File: src/wavhp_pkg.sv
`timescale 1ns / 1ps
// ----------------------------------------------------------------------------
// wavhp_pkg
// Types and constants shared by the WAV header parser files.
// ----------------------------------------------------------------------------
package wavhp_pkg;

  // Parse phases, one per header field or chunk region
  typedef enum logic [3:0] {
    PH_RIFF    = 4'd0,
    PH_RSIZE   = 4'd1,
    PH_WAVE    = 4'd2,
    PH_CID     = 4'd3,
    PH_CSIZE   = 4'd4,
    PH_AFMT    = 4'd5,
    PH_CHANS   = 4'd6,
    PH_RATE    = 4'd7,
    PH_BRATE   = 4'd8,
    PH_ALIGN   = 4'd9,
    PH_BITS    = 4'd10,
    PH_FMTSKIP = 4'd11,
    PH_SKIP    = 4'd12,
    PH_DONE    = 4'd13
  } phase_t;

  // Verdict codes
  typedef enum logic [2:0] {
    VD_OK         = 3'd0,
    VD_NOT_RIFF   = 3'd1,
    VD_NOT_WAVE   = 3'd2,
    VD_FMT_SHORT  = 3'd3,
    VD_BAD_FORMAT = 3'd4,
    VD_NO_FMT     = 3'd5
  } verdict_t;

  // Little-endian tags as 32-bit words
  localparam logic [31:0] TAG_RIFF = 32'h4646_4952;
  localparam logic [31:0] TAG_WAVE = 32'h4556_4157;
  localparam logic [31:0] TAG_FMT  = 32'h2074_6d66;
  localparam logic [31:0] TAG_DATA = 32'h6174_6164;

  // Minimum fmt chunk size and required field values
  localparam logic [31:0] FMT_MIN_BYTES = 32'd16;
  localparam logic [31:0] PCM_FORMAT    = 32'd1;
  localparam logic [31:0] MONO_CHANS    = 32'd1;
  localparam logic [31:0] BLOCK_ALIGN   = 32'd2;
  localparam logic [31:0] BITS_PER_SMP  = 32'd16;

  // One parse step's result
  typedef struct packed {
    logic        valid;
    verdict_t    verdict;
    logic [31:0] sample_rate;
    logic [31:0] data_bytes;
  } wavhp_res_t;

endpackage

File: src/wavhp_in_if.sv
`timescale 1ns / 1ps
// ----------------------------------------------------------------------------
// wavhp_in_if
// Byte stream channel into the WAV header parser.
// ----------------------------------------------------------------------------
interface wavhp_in_if;
  logic       valid;
  logic       ready;
  logic [7:0] file_byte;
  logic       start_of_file;

  modport source (output valid, output file_byte, output start_of_file, input ready);
  modport sink   (input valid, input file_byte, input start_of_file, output ready);
endinterface

File: src/wavhp_out_if.sv
`timescale 1ns / 1ps
// ----------------------------------------------------------------------------
// wavhp_out_if
// Verdict channel out of the WAV header parser.
// ----------------------------------------------------------------------------
interface wavhp_out_if;
  import wavhp_pkg::*;

  logic        valid;
  logic        ready;
  verdict_t    verdict;
  logic [31:0] sample_rate;
  logic [31:0] data_bytes;

  modport source (output valid, output verdict, output sample_rate, output data_bytes,
                  input ready);
  modport sink   (input valid, input verdict, input sample_rate, input data_bytes,
                  output ready);
endinterface

File: src/wav_header_parser_core.sv
`timescale 1ns / 1ps
// A verdict on out_ch is registered: the byte that decides it passes the input register, then the output register.
// Throughput: one byte per cycle while the output register is free or being drained; state updates once per byte.
// A result waiting on out_ch does not stop the input register from holding the next byte.
// Reset (rst_n low, synchronous) empties both registers and returns the parser to the RIFF tag.
// A byte with start_of_file set restarts parsing at any time.
// ----------------------------------------------------------------------------
// wav_header_parser_core
// Byte-serial RIFF/WAV header checker: input register, parse step, output register.
// ----------------------------------------------------------------------------
module wav_header_parser_core (
  input logic        clk,
  input logic        rst_n,
  wavhp_in_if.sink   in_ch,
  wavhp_out_if.source out_ch
);
  import wavhp_pkg::*;

  // Input register
  logic       s1_valid_r;
  logic [7:0] s1_byte_r;
  logic       s1_sof_r;

  // Output register
  logic        out_valid_r;
  verdict_t    out_verdict_r;
  logic [31:0] out_rate_r;
  logic [31:0] out_size_r;

  logic       proceed;
  logic       s1_fire;
  wavhp_res_t res;

  // Stage advances when the output register is free or being drained
  assign proceed     = !out_valid_r || out_ch.ready;
  assign s1_fire     = s1_valid_r && proceed;
  assign in_ch.ready = !s1_valid_r || proceed;

  always_ff @(posedge clk) begin
    if (!rst_n) begin
      s1_valid_r <= 1'b0;
    end else if (in_ch.ready) begin
      s1_valid_r <= in_ch.valid;
    end
  end

  always_ff @(posedge clk) begin
    if (in_ch.ready && in_ch.valid) begin
      s1_byte_r <= in_ch.file_byte;
      s1_sof_r  <= in_ch.start_of_file;
    end
  end

  // Parse step
  wavhp_parser u_parser (
    .clk           (clk),
    .rst_n         (rst_n),
    .step          (s1_fire),
    .file_byte     (s1_byte_r),
    .start_of_file (s1_sof_r),
    .res           (res)
  );

  // Result register
  always_ff @(posedge clk) begin
    if (!rst_n) begin
      out_valid_r <= 1'b0;
    end else if (proceed) begin
      out_valid_r <= s1_fire && res.valid;
    end
  end

  always_ff @(posedge clk) begin
    if (s1_fire && res.valid) begin
      out_verdict_r <= res.verdict;
      out_rate_r    <= res.sample_rate;
      out_size_r    <= res.data_bytes;
    end
  end

  assign out_ch.valid       = out_valid_r;
  assign out_ch.verdict     = out_verdict_r;
  assign out_ch.sample_rate = out_rate_r;
  assign out_ch.data_bytes  = out_size_r;

endmodule

File: src/wavhp_parser.sv
`timescale 1ns / 1ps
// ----------------------------------------------------------------------------
// wavhp_parser
// Header parse state and the per-byte update; result is combinational.
// ----------------------------------------------------------------------------
module wavhp_parser (
  input  logic                  clk,
  input  logic                  rst_n,
  input  logic                  step,
  input  logic [7:0]            file_byte,
  input  logic                  start_of_file,
  output wavhp_pkg::wavhp_res_t res
);
  import wavhp_pkg::*;

  phase_t      phase_r,   phase_nxt;
  logic [1:0]  bw_r,      bw_nxt;
  logic [31:0] word_r,    word_nxt;
  logic [31:0] skip_r,    skip_nxt;
  logic [31:0] cid_r,     cid_nxt;
  logic        fmt_seen_r, fmt_seen_nxt;
  logic        fmt_ok_r,  fmt_ok_nxt;
  logic [31:0] rate_r,    rate_nxt;
  logic [31:0] brate_r,   brate_nxt;

  // Effective state: a start mark restarts from reset values
  phase_t      e_phase;
  logic [1:0]  e_bw;
  logic [31:0] e_word, e_skip, e_cid, e_rate, e_brate;
  logic        e_fmt_seen, e_fmt_ok;

  always_comb begin
    if (start_of_file) begin
      e_phase    = PH_RIFF;
      e_bw       = 2'd0;
      e_word     = '0;
      e_skip     = '0;
      e_cid      = '0;
      e_fmt_seen = 1'b0;
      e_fmt_ok   = 1'b1;
      e_rate     = '0;
      e_brate    = '0;
    end else begin
      e_phase    = phase_r;
      e_bw       = bw_r;
      e_word     = word_r;
      e_skip     = skip_r;
      e_cid      = cid_r;
      e_fmt_seen = fmt_seen_r;
      e_fmt_ok   = fmt_ok_r;
      e_rate     = rate_r;
      e_brate    = brate_r;
    end
  end

  // Shared datapath terms
  logic        need2, word_done, skip_zero, bits_ok, fmt_pass, skip_phase;
  logic [31:0] w_cur, skip_dec, want_brate;

  always_comb begin
    need2      = (e_phase == PH_AFMT) || (e_phase == PH_CHANS) ||
                 (e_phase == PH_ALIGN) || (e_phase == PH_BITS);
    skip_phase = (e_phase == PH_FMTSKIP) || (e_phase == PH_SKIP);
    w_cur      = ((e_bw == 2'd0) ? 32'd0 : e_word) | ({24'd0, file_byte} << {e_bw, 3'b000});
    word_done  = need2 ? (e_bw != 2'd0) : (e_bw == 2'd3);
    skip_dec   = e_skip - {31'd0, (e_skip != 32'd0)};
    skip_zero  = (skip_dec == 32'd0);
    // ((rate * 16) mod 2^32) / 8
    want_brate = {3'b000, e_rate[27:0], 1'b0};
    bits_ok    = e_fmt_ok && (w_cur == BITS_PER_SMP);
    fmt_pass   = ((e_phase == PH_BITS) ? bits_ok : e_fmt_ok) && (e_brate == want_brate);
  end

  // Next-state logic
  always_comb begin
    phase_nxt    = e_phase;
    bw_nxt       = e_bw;
    word_nxt     = e_word;
    skip_nxt     = e_skip;
    cid_nxt      = e_cid;
    fmt_seen_nxt = e_fmt_seen;
    fmt_ok_nxt   = e_fmt_ok;
    rate_nxt     = e_rate;
    brate_nxt    = e_brate;
    if (e_phase == PH_DONE) begin
      phase_nxt = PH_DONE;
    end else if (skip_phase) begin
      skip_nxt = skip_dec;
      if (skip_zero) begin
        if (e_phase == PH_FMTSKIP) begin
          phase_nxt = fmt_pass ? PH_CID : PH_DONE;
        end else begin
          phase_nxt = PH_CID;
        end
      end
    end else begin
      word_nxt = w_cur;
      bw_nxt   = word_done ? 2'd0 : e_bw + 2'd1;
      if (word_done) begin
        unique case (e_phase)
          PH_RIFF:  phase_nxt = (w_cur == TAG_RIFF) ? PH_RSIZE : PH_DONE;
          PH_RSIZE: phase_nxt = PH_WAVE;
          PH_WAVE:  phase_nxt = (w_cur == TAG_WAVE) ? PH_CID : PH_DONE;
          PH_CID: begin
            cid_nxt   = w_cur;
            phase_nxt = PH_CSIZE;
          end
          PH_CSIZE: begin
            if (e_cid == TAG_FMT) begin
              fmt_seen_nxt = 1'b1;
              if (w_cur < FMT_MIN_BYTES) begin
                phase_nxt = PH_DONE;
              end else begin
                skip_nxt   = w_cur - FMT_MIN_BYTES;
                fmt_ok_nxt = 1'b1;
                phase_nxt  = PH_AFMT;
              end
            end else if (e_cid == TAG_DATA) begin
              phase_nxt = PH_DONE;
            end else if (w_cur == 32'd0) begin
              phase_nxt = PH_CID;
            end else begin
              skip_nxt  = w_cur;
              phase_nxt = PH_SKIP;
            end
          end
          PH_AFMT: begin
            fmt_ok_nxt = e_fmt_ok && (w_cur == PCM_FORMAT);
            phase_nxt  = PH_CHANS;
          end
          PH_CHANS: begin
            fmt_ok_nxt = e_fmt_ok && (w_cur == MONO_CHANS);
            phase_nxt  = PH_RATE;
          end
          PH_RATE: begin
            rate_nxt  = w_cur;
            phase_nxt = PH_BRATE;
          end
          PH_BRATE: begin
            brate_nxt = w_cur;
            phase_nxt = PH_ALIGN;
          end
          PH_ALIGN: begin
            fmt_ok_nxt = e_fmt_ok && (w_cur == BLOCK_ALIGN);
            phase_nxt  = PH_BITS;
          end
          PH_BITS: begin
            fmt_ok_nxt = bits_ok;
            if (e_skip == 32'd0) begin
              phase_nxt = fmt_pass ? PH_CID : PH_DONE;
            end else begin
              phase_nxt = PH_FMTSKIP;
            end
          end
          default: phase_nxt = e_phase;
        endcase
      end
    end
  end

  // Result logic
  always_comb begin
    res = '{valid: 1'b0, verdict: VD_OK, sample_rate: 32'd0, data_bytes: 32'd0};
    if (e_phase == PH_DONE) begin
      res.valid = 1'b0;
    end else if (skip_phase) begin
      if (skip_zero && (e_phase == PH_FMTSKIP) && !fmt_pass) begin
        res.valid   = 1'b1;
        res.verdict = VD_BAD_FORMAT;
      end
    end else if (word_done) begin
      unique case (e_phase)
        PH_RIFF: begin
          res.valid   = (w_cur != TAG_RIFF);
          res.verdict = VD_NOT_RIFF;
        end
        PH_WAVE: begin
          res.valid   = (w_cur != TAG_WAVE);
          res.verdict = VD_NOT_WAVE;
        end
        PH_CSIZE: begin
          if (e_cid == TAG_FMT) begin
            res.valid   = (w_cur < FMT_MIN_BYTES);
            res.verdict = VD_FMT_SHORT;
          end else if (e_cid == TAG_DATA) begin
            res.valid = 1'b1;
            if (!e_fmt_seen) begin
              res.verdict = VD_NO_FMT;
            end else begin
              res.verdict     = VD_OK;
              res.sample_rate = e_rate;
              res.data_bytes  = w_cur;
            end
          end
        end
        PH_BITS: begin
          res.valid   = (e_skip == 32'd0) && !fmt_pass;
          res.verdict = VD_BAD_FORMAT;
        end
        default: res.valid = 1'b0;
      endcase
    end
  end

  // State registers, updated once per processed byte
  always_ff @(posedge clk) begin
    if (!rst_n) begin
      phase_r    <= PH_RIFF;
      bw_r       <= 2'd0;
      word_r     <= '0;
      skip_r     <= '0;
      cid_r      <= '0;
      fmt_seen_r <= 1'b0;
      fmt_ok_r   <= 1'b1;
      rate_r     <= '0;
      brate_r    <= '0;
    end else if (step) begin
      phase_r    <= phase_nxt;
      bw_r       <= bw_nxt;
      word_r     <= word_nxt;
      skip_r     <= skip_nxt;
      cid_r      <= cid_nxt;
      fmt_seen_r <= fmt_seen_nxt;
      fmt_ok_r   <= fmt_ok_nxt;
      rate_r     <= rate_nxt;
      brate_r    <= brate_nxt;
    end
  end

endmodule
File: src/flat_wrapper.sv
// flat-port wrapper written by rule: the top's interface ports become plain ports
module wav_header_parser_core_flat import wavhp_pkg::*;
  (clk, rst_n, in_ch_valid, in_ch_file_byte, in_ch_start_of_file, in_ch_ready, out_ch_valid, out_ch_verdict, out_ch_sample_rate, out_ch_data_bytes, out_ch_ready);
  wavhp_in_if in_ch_i ();
  wavhp_out_if out_ch_i ();
  input logic clk;
  input logic rst_n;
  input wire logic [$bits(in_ch_i.valid)-1:0] in_ch_valid;
  input wire logic [$bits(in_ch_i.file_byte)-1:0] in_ch_file_byte;
  input wire logic [$bits(in_ch_i.start_of_file)-1:0] in_ch_start_of_file;
  output wire logic [$bits(in_ch_i.ready)-1:0] in_ch_ready;
  output wire logic [$bits(out_ch_i.valid)-1:0] out_ch_valid;
  output wire logic [$bits(out_ch_i.verdict)-1:0] out_ch_verdict;
  output wire logic [$bits(out_ch_i.sample_rate)-1:0] out_ch_sample_rate;
  output wire logic [$bits(out_ch_i.data_bytes)-1:0] out_ch_data_bytes;
  input wire logic [$bits(out_ch_i.ready)-1:0] out_ch_ready;
  assign in_ch_i.valid = in_ch_valid;
  assign in_ch_i.file_byte = in_ch_file_byte;
  assign in_ch_i.start_of_file = in_ch_start_of_file;
  assign in_ch_ready = in_ch_i.ready;
  assign out_ch_valid = out_ch_i.valid;
  assign out_ch_verdict = out_ch_i.verdict;
  assign out_ch_sample_rate = out_ch_i.sample_rate;
  assign out_ch_data_bytes = out_ch_i.data_bytes;
  assign out_ch_i.ready = out_ch_ready;
  wav_header_parser_core u_core (.clk(clk), .rst_n(rst_n), .in_ch(in_ch_i), .out_ch(out_ch_i));
endmodule
File: config.mk
export PLATFORM = sky130hd
export DESIGN_NAME = wav_header_parser_core_flat
export DESIGN_NICKNAME = d
export VERILOG_FILES = /design/src/wavhp_pkg.sv /design/src/wavhp_in_if.sv /design/src/wavhp_out_if.sv /design/src/wav_header_parser_core.sv /design/src/wavhp_parser.sv /design/src/flat_wrapper.sv
export SDC_FILE = /design/constraint.sdc
export NUM_CORES = 1
export LEC_CHECK = 0
export BUFFER_PORTS_ARGS = -buffer_cell sky130_fd_sc_hd__buf_2
export CORE_MARGIN = 2
export CORE_UTILIZATION = 65
export CTS_CLUSTER_DIAMETER = 200
export DETAILED_ROUTE_END_ITERATION = 12
export PLACE_DENSITY = 0.84
export RECOVER_POWER = 100
export SLEW_MARGIN = 25
export SYNTH_ARGS = -nofsm -noshare
export SYNTH_HDL_FRONTEND = slang
export SYNTH_SLANG_ARGS = --single-unit
export TNS_END_PERCENT = 20
File: constraint.sdc
create_clock -name clk -period 22.1 [get_ports clk]
set_input_delay 6.63 -clock clk [delete_from_list [all_inputs] [get_ports clk]]
set_output_delay 6.63 -clock clk [all_outputs]
set_load 0.05 [all_outputs]
=== Word-level counts from Yosys, hierarchy flattened ===
Index checks and enable logic that the tools add are counted.
W data, S select, Z words.

* Flip-flop bits (word level): 246
* Input port bits: 13
* Word-level logic and storage cells: 156

* $add $sub $neg: 3
* $lt $le $gt $ge: 1
* Eq/ne operators: 24
* Shifts and indexed selects: 1
* Mux-type cells: 80
* Bitwise logic cells: 3
* Reductions and logical operators: 28

{| class="wikitable"
|+ Operator list
! operator !! count
|-
| $mux W32 || 28
|-
| $mux W68 || 7
|-
| $mux W64 || 3
|-
| $eq A32 B31 Y1 const B || 3
|-
| $logic_not A32 Y1 || 3
|-
| $mux W4 || 18
|-
| $ne A32 B31 Y1 const B || 2
|-
| $pmux W4 S11 || 1
|-
| $eq A32 B1 Y1 const B || 1
|-
| $eq A32 B2 Y1 const B || 1
|-
| $eq A32 B29 Y1 || 1
|-
| $eq A32 B30 Y1 const B || 1
|-
| $eq A32 B5 Y1 const B || 1
|-
| $lt A32 B5 Y1 const B || 1
|-
| $or A32 B32 Y32 || 1
|-
| $reduce_bool A32 Y1 || 1
|-
| $shl A8 B5 Y32 || 1
|-
| $sub A32 B1 Y32 || 1
|-
| $sub A32 B5 Y32 const B || 1
|-
| $eq A4 B4 Y1 const B || 6
|-
| $eq A4 B3 Y1 const B || 4
|-
| $mux W1 || 15
|-
| $pmux W3 S4 || 1
|-
| $logic_and A1 B1 Y1 || 10
|-
| other kinds (15) || 28
|}

=== Logic depth before layout (Yosys ltp) ===
* Word-level depth: 18
* Depth in mapped cells: 24

=== Hierarchy ===
A second synthesis with hierarchy kept.

* Cells, all modules: 1,653
* Area total of the unflattened synthesis: 14,036.0 µm²

{| class="wikitable"
|+ Modules (own cells, without submodules)
! module !! instances !! cells an instance !! area an instance (µm²) !! sequential area each (µm²)
|-
| wavhp_parser || 1 || 1,564 || 11,641.2 || 3,363.2
|-
| wav_header_parser_core || 1 || 89 || 2,394.8 || 2,322.2
|}

=== Worst setup path after synthesis ===
OpenSTA, ideal clock, no wires.

* Path type: in2out
* Start point: in out_ch_ready
* End point: out in_ch_ready
* Arrival time: 7.179 ns
* Path slack: 8.291 ns
* Stages: 2
* Path buffers: 0
* Cells stage by stage: nor2b_1 > nand2_1

* Word-level cells in the longest chain between the ends: 2

{| class="wikitable"
|+ RTL lines
! element !! RTL line !! text
|-
| start: declaration || flat_wrapper.sv:16 || <nowiki>input wire logic [$bits(out_ch_i.ready)-1:0] out_ch_ready;</nowiki>
|-
| $logic_or A1 B1 Y1 || wav_header_parser_core.sv:35 || <nowiki>assign proceed = !out_valid_r || out_ch.ready;</nowiki>
|-
| $logic_or A1 B1 Y1 || wav_header_parser_core.sv:37 || <nowiki>assign in_ch.ready = !s1_valid_r || proceed;</nowiki>
|-
| end: declaration || flat_wrapper.sv:11 || <nowiki>output wire logic [$bits(in_ch_i.ready)-1:0] in_ch_ready;</nowiki>
|}

No other way between the ends.

=== Final worst setup path ===
Ends and elaborated chain as after synthesis.

==> metrics.md <==
| Metric | Value |
|---|---|
| Max Used Layer | `met4` |
| Pwr Total | `1.01 mW` |
| Global-route wire length before repair | `between 60000 and 70000 um` |
| Clk slew on worst S/H paths | `around 0.06 ns` |
| Post-route cell area | `0.0146 mm^2` |
| Syn Std Cell Area | `0.0135 mm^2` |
| Die Width | `148 um` |
| Chip height | `around 150 um` |
| Largest net degree at the start of global routing | `86` |
| Syn Nets | `approximately 1700` |
| Syn_area_per_cell | `8.27 um^2` |
| Setup Fix Bufs, Post-CTS | `0` |
| Number of enable flip-flop cells after synthesis | `76` |
| Hold Path Class | `reg -> reg` |
| DRT iter0 DRCs | `~2200` |
| RePlAce Congestion | `1.03` |
| Failing checks | `max-capacitance violations, max-slew violations` |
| Crit path DAT | `between 7 and 8 ns` |
| Worst Path Class, Setup | `in -> out` |
| Static Leak | `5.02 nW` |
| Root buffer cell | `clkbuf_16` |
| Via density | `7.09` |
| P&R area growth vs syn | `8.33%` |
| Wire per inst | `23.9 um` |
| CTS tree | `built` |
| Crit-path max FO | `5` |
| RSZ-0062 raised after global routing | `false` |
| Startpoint types | `primary input` |
| Post-synthesis cell count | `1629` |
| Multi-input logic area | `just over 0.007 mm^2` |
| Warnings, synthesis | `0` |
| Total CTS buffers | `25` |
| Clk buf depth | `3` |
| Placed insts | `1866` |
| Die ar. | `0.0219 mm^2` |
| Seq cells post-synth | `246` |
| Clk_lat worst skew | `0.54 ns` |
| Reg area | `0.00569 mm^2` |
| PortBufs | `81` |
| Commonest cells after routing, fill and taps aside | `nand2_1 (180), nor2_1 (180), dfxtp_1 (170)` |
| Tightest Pin Transition | `3.67 ns` |
| Core Region | `approximately 0.020 mm^2` |
| Resize count post-CTS | `0` |
| Initial antenna violation count | `0` |
| Fin cells | `1912` |
| Starting Density | `66.3%` |
| Global-route usage over all layers | `40.5%` |
| Final Hold Fails | `0` |
| Pins Over Slew Limit | `331` |
| Critical Path RT | `15.47 ns` |
| I/O pin cnt | `82` |
| Setup violations, final | `0` |
| Post-route antenna net violation count | `0` |
| Placed cell area | `0.0139 mm^2` |
| Setup Skew | `0.0124 ns` |
| Pwr Density | `just under 70 mW/mm^2` |
| Post-synth ARST share | `0%` |
| H-Tree Depth | `1` |
| Via count | `around 14000` |
| Post-layout nets | `1644` |
| CTS Hold Bufs | `0` |
| TritonRoute pass-1 iters | `7` |
| Setup TNS Final | `0 ns` |
| Sequential fraction of the synthesis area | `a little over two fifths` |
| Metal3 WL | `5810 um` |
| Detailed Route WL | `45700 um` |
| Library cells used by synthesis | `between 80 and 90` |
| WHS | `0.447 ns` |
| Final worst-path cycle share | `roughly 63%` |
| Outcome | `finished, violations left` |
| Slew headroom | `-145%` |
| Period minus WS final | `13.98 ns` |
| Fill cells | `1666` |
| M1 WL | `16700 um` |
| Max-Cap Viols | `6` |
| Maximum vdd drop | `0.0727 mV` |
| DRC | `0` |
| ANT cells | `0` |
| DP Wirelength | `about 31000 um` |
| Main flop type after synthesis | `dfxtp_1` |
| Crit. End Element | `output port` |
| Total grt overflow | `0` |
| Layout cells sized above 1 | `a little over 6%` |
| Row cnt | `52` |
| Met2 WL | `20300 um` |
| Clock Sinks | `246` |
| Vias in the first global route | `~12000` |
| Fmax achieved | `71.5 MHz` |
[Yosys cell counts, types with 8 or more instances]
cell | number | area share [%]
inv_1 | 22 | 0.61
nand3_1 | 25 | 0.93
or3_1 | 15 | 0.70
buf_1 | 16 | 0.45
a21o_1 | 13 | 0.72
nand2b_1 | 14 | 0.65
and3_1 | 10 | 0.46
nor4b_1 | 11 | 0.72
or4_1 | 9 | 0.50
a21oi_1 | 137 | 5.1
o211ai_1 | 9 | 0.50
and2_1 | 56 | 2.6
nor2_1 | 181 | 5.0
o31ai_1 | 16 | 0.89
nor3b_1 | 8 | 0.45
a211oi_1 | 20 | 1.1
o21ai_0 | 78 | 2.9
clkbuf_1 | 118 | 3.3
a31oi_1 | 12 | 0.56
nor4_1 | 37 | 1.7
xnor2_1 | 40 | 2.6
nand4_1 | 21 | 0.98
edfxtp_1 | 76 | 17
a22o_1 | 10 | 0.65
o22ai_1 | 20 | 0.93
dfxtp_1 | 170 | 25
nor2b_1 | 18 | 0.84
a22oi_1 | 83 | 4.6
nor3_1 | 41 | 1.5
nand2_1 | 180 | 5.0
ha_1 | 8 | 0.74
[metal layers]
layer | vias to the layer above | GRT usage [%]
li1 | 5981 | -
met2 | 1012 | 63.2
met4 | 0 | 21.4
met5 | - | 0
met1 | 6325 | 51.7
met3 | 243 | 10.7
[report_power, final]
group | internal (mW) | leakage [nW] | switching (mW)
registers | 0.467 | 2.24 | 0.00867
logic | 0.0309 | 2.38 | 0.0773
clock network | 0.249 | 0.401 | 0.178
[kinds of logic after synthesis]
logic type / synth area share, %
simple gates: 24.2
xor+xnor: 2.93
fa+ha+maj: 0.743
mux: 0.307
flops: 42.2
buf+inv: 4.81
compound gates: 24.8
[stage by stage]
| stage | utilization, % | setup WS, ns |
|---|---|---|
| after floorplan | - | 8.29 |
| after global placement | 68.5 | 8.20 |
| after detailed placement | 68.6 | 8.19 |
| after CTS | 72.6 | 8.18 |
| after global routing | 71.9 | 8.03 |
| final | 71.9 | 8.12 |
[layout make-up]
class / instances / share of cell area, %
multi-input combinational: 1217 / 49.0
sequential: 246 / 39.0
tap: 270 / 2.32
clock buffer: 35 / 4.61
timing repair buffer: 111 / 3.49
inverter: 22 / 0.575
clock inverter: 11 / 1.00
[path summary, 6_finish.rpt]
check,from,slack (ns),cells past startpoint,endpoint
max,out_ch_ready,8.12,4,in_ch_ready
min,u_core.u_parser.rate_r[28],0.45,2,u_core.u_parser.rate_r[28]
max reg2reg,u_core.s1_sof_r,11.27,11,u_core.out_ch.data_bytes[7]
min reg2reg,u_core.u_parser.rate_r[28],0.45,2,u_core.u_parser.rate_r[28]
[state kept, by name (all words and copies together) (netlist names), 2 cells and up]
name and cells:
u_core.u_parser.cid_r 32, u_core.u_parser.rate_r 32, u_core.u_parser.phase_r 4, u_core.out_ch.verdict 3, u_core.u_parser.word_r 32, u_core.u_parser.brate_r 32
u_core.u_parser.skip_r 32, u_core.out_ch.data_bytes 32, u_core.u_parser.bw_r 2, u_core.s1_byte_r 8, u_core.out_ch.sample_rate 32
[worst max-delay path, cell delays in order]
cell and delay (ns):
buf_2 0.09, nor2b_1 0.23, nand2_1 0.10, clkbuf_1 0.30
Note: power is estimated with default switching activity, not from simulation.
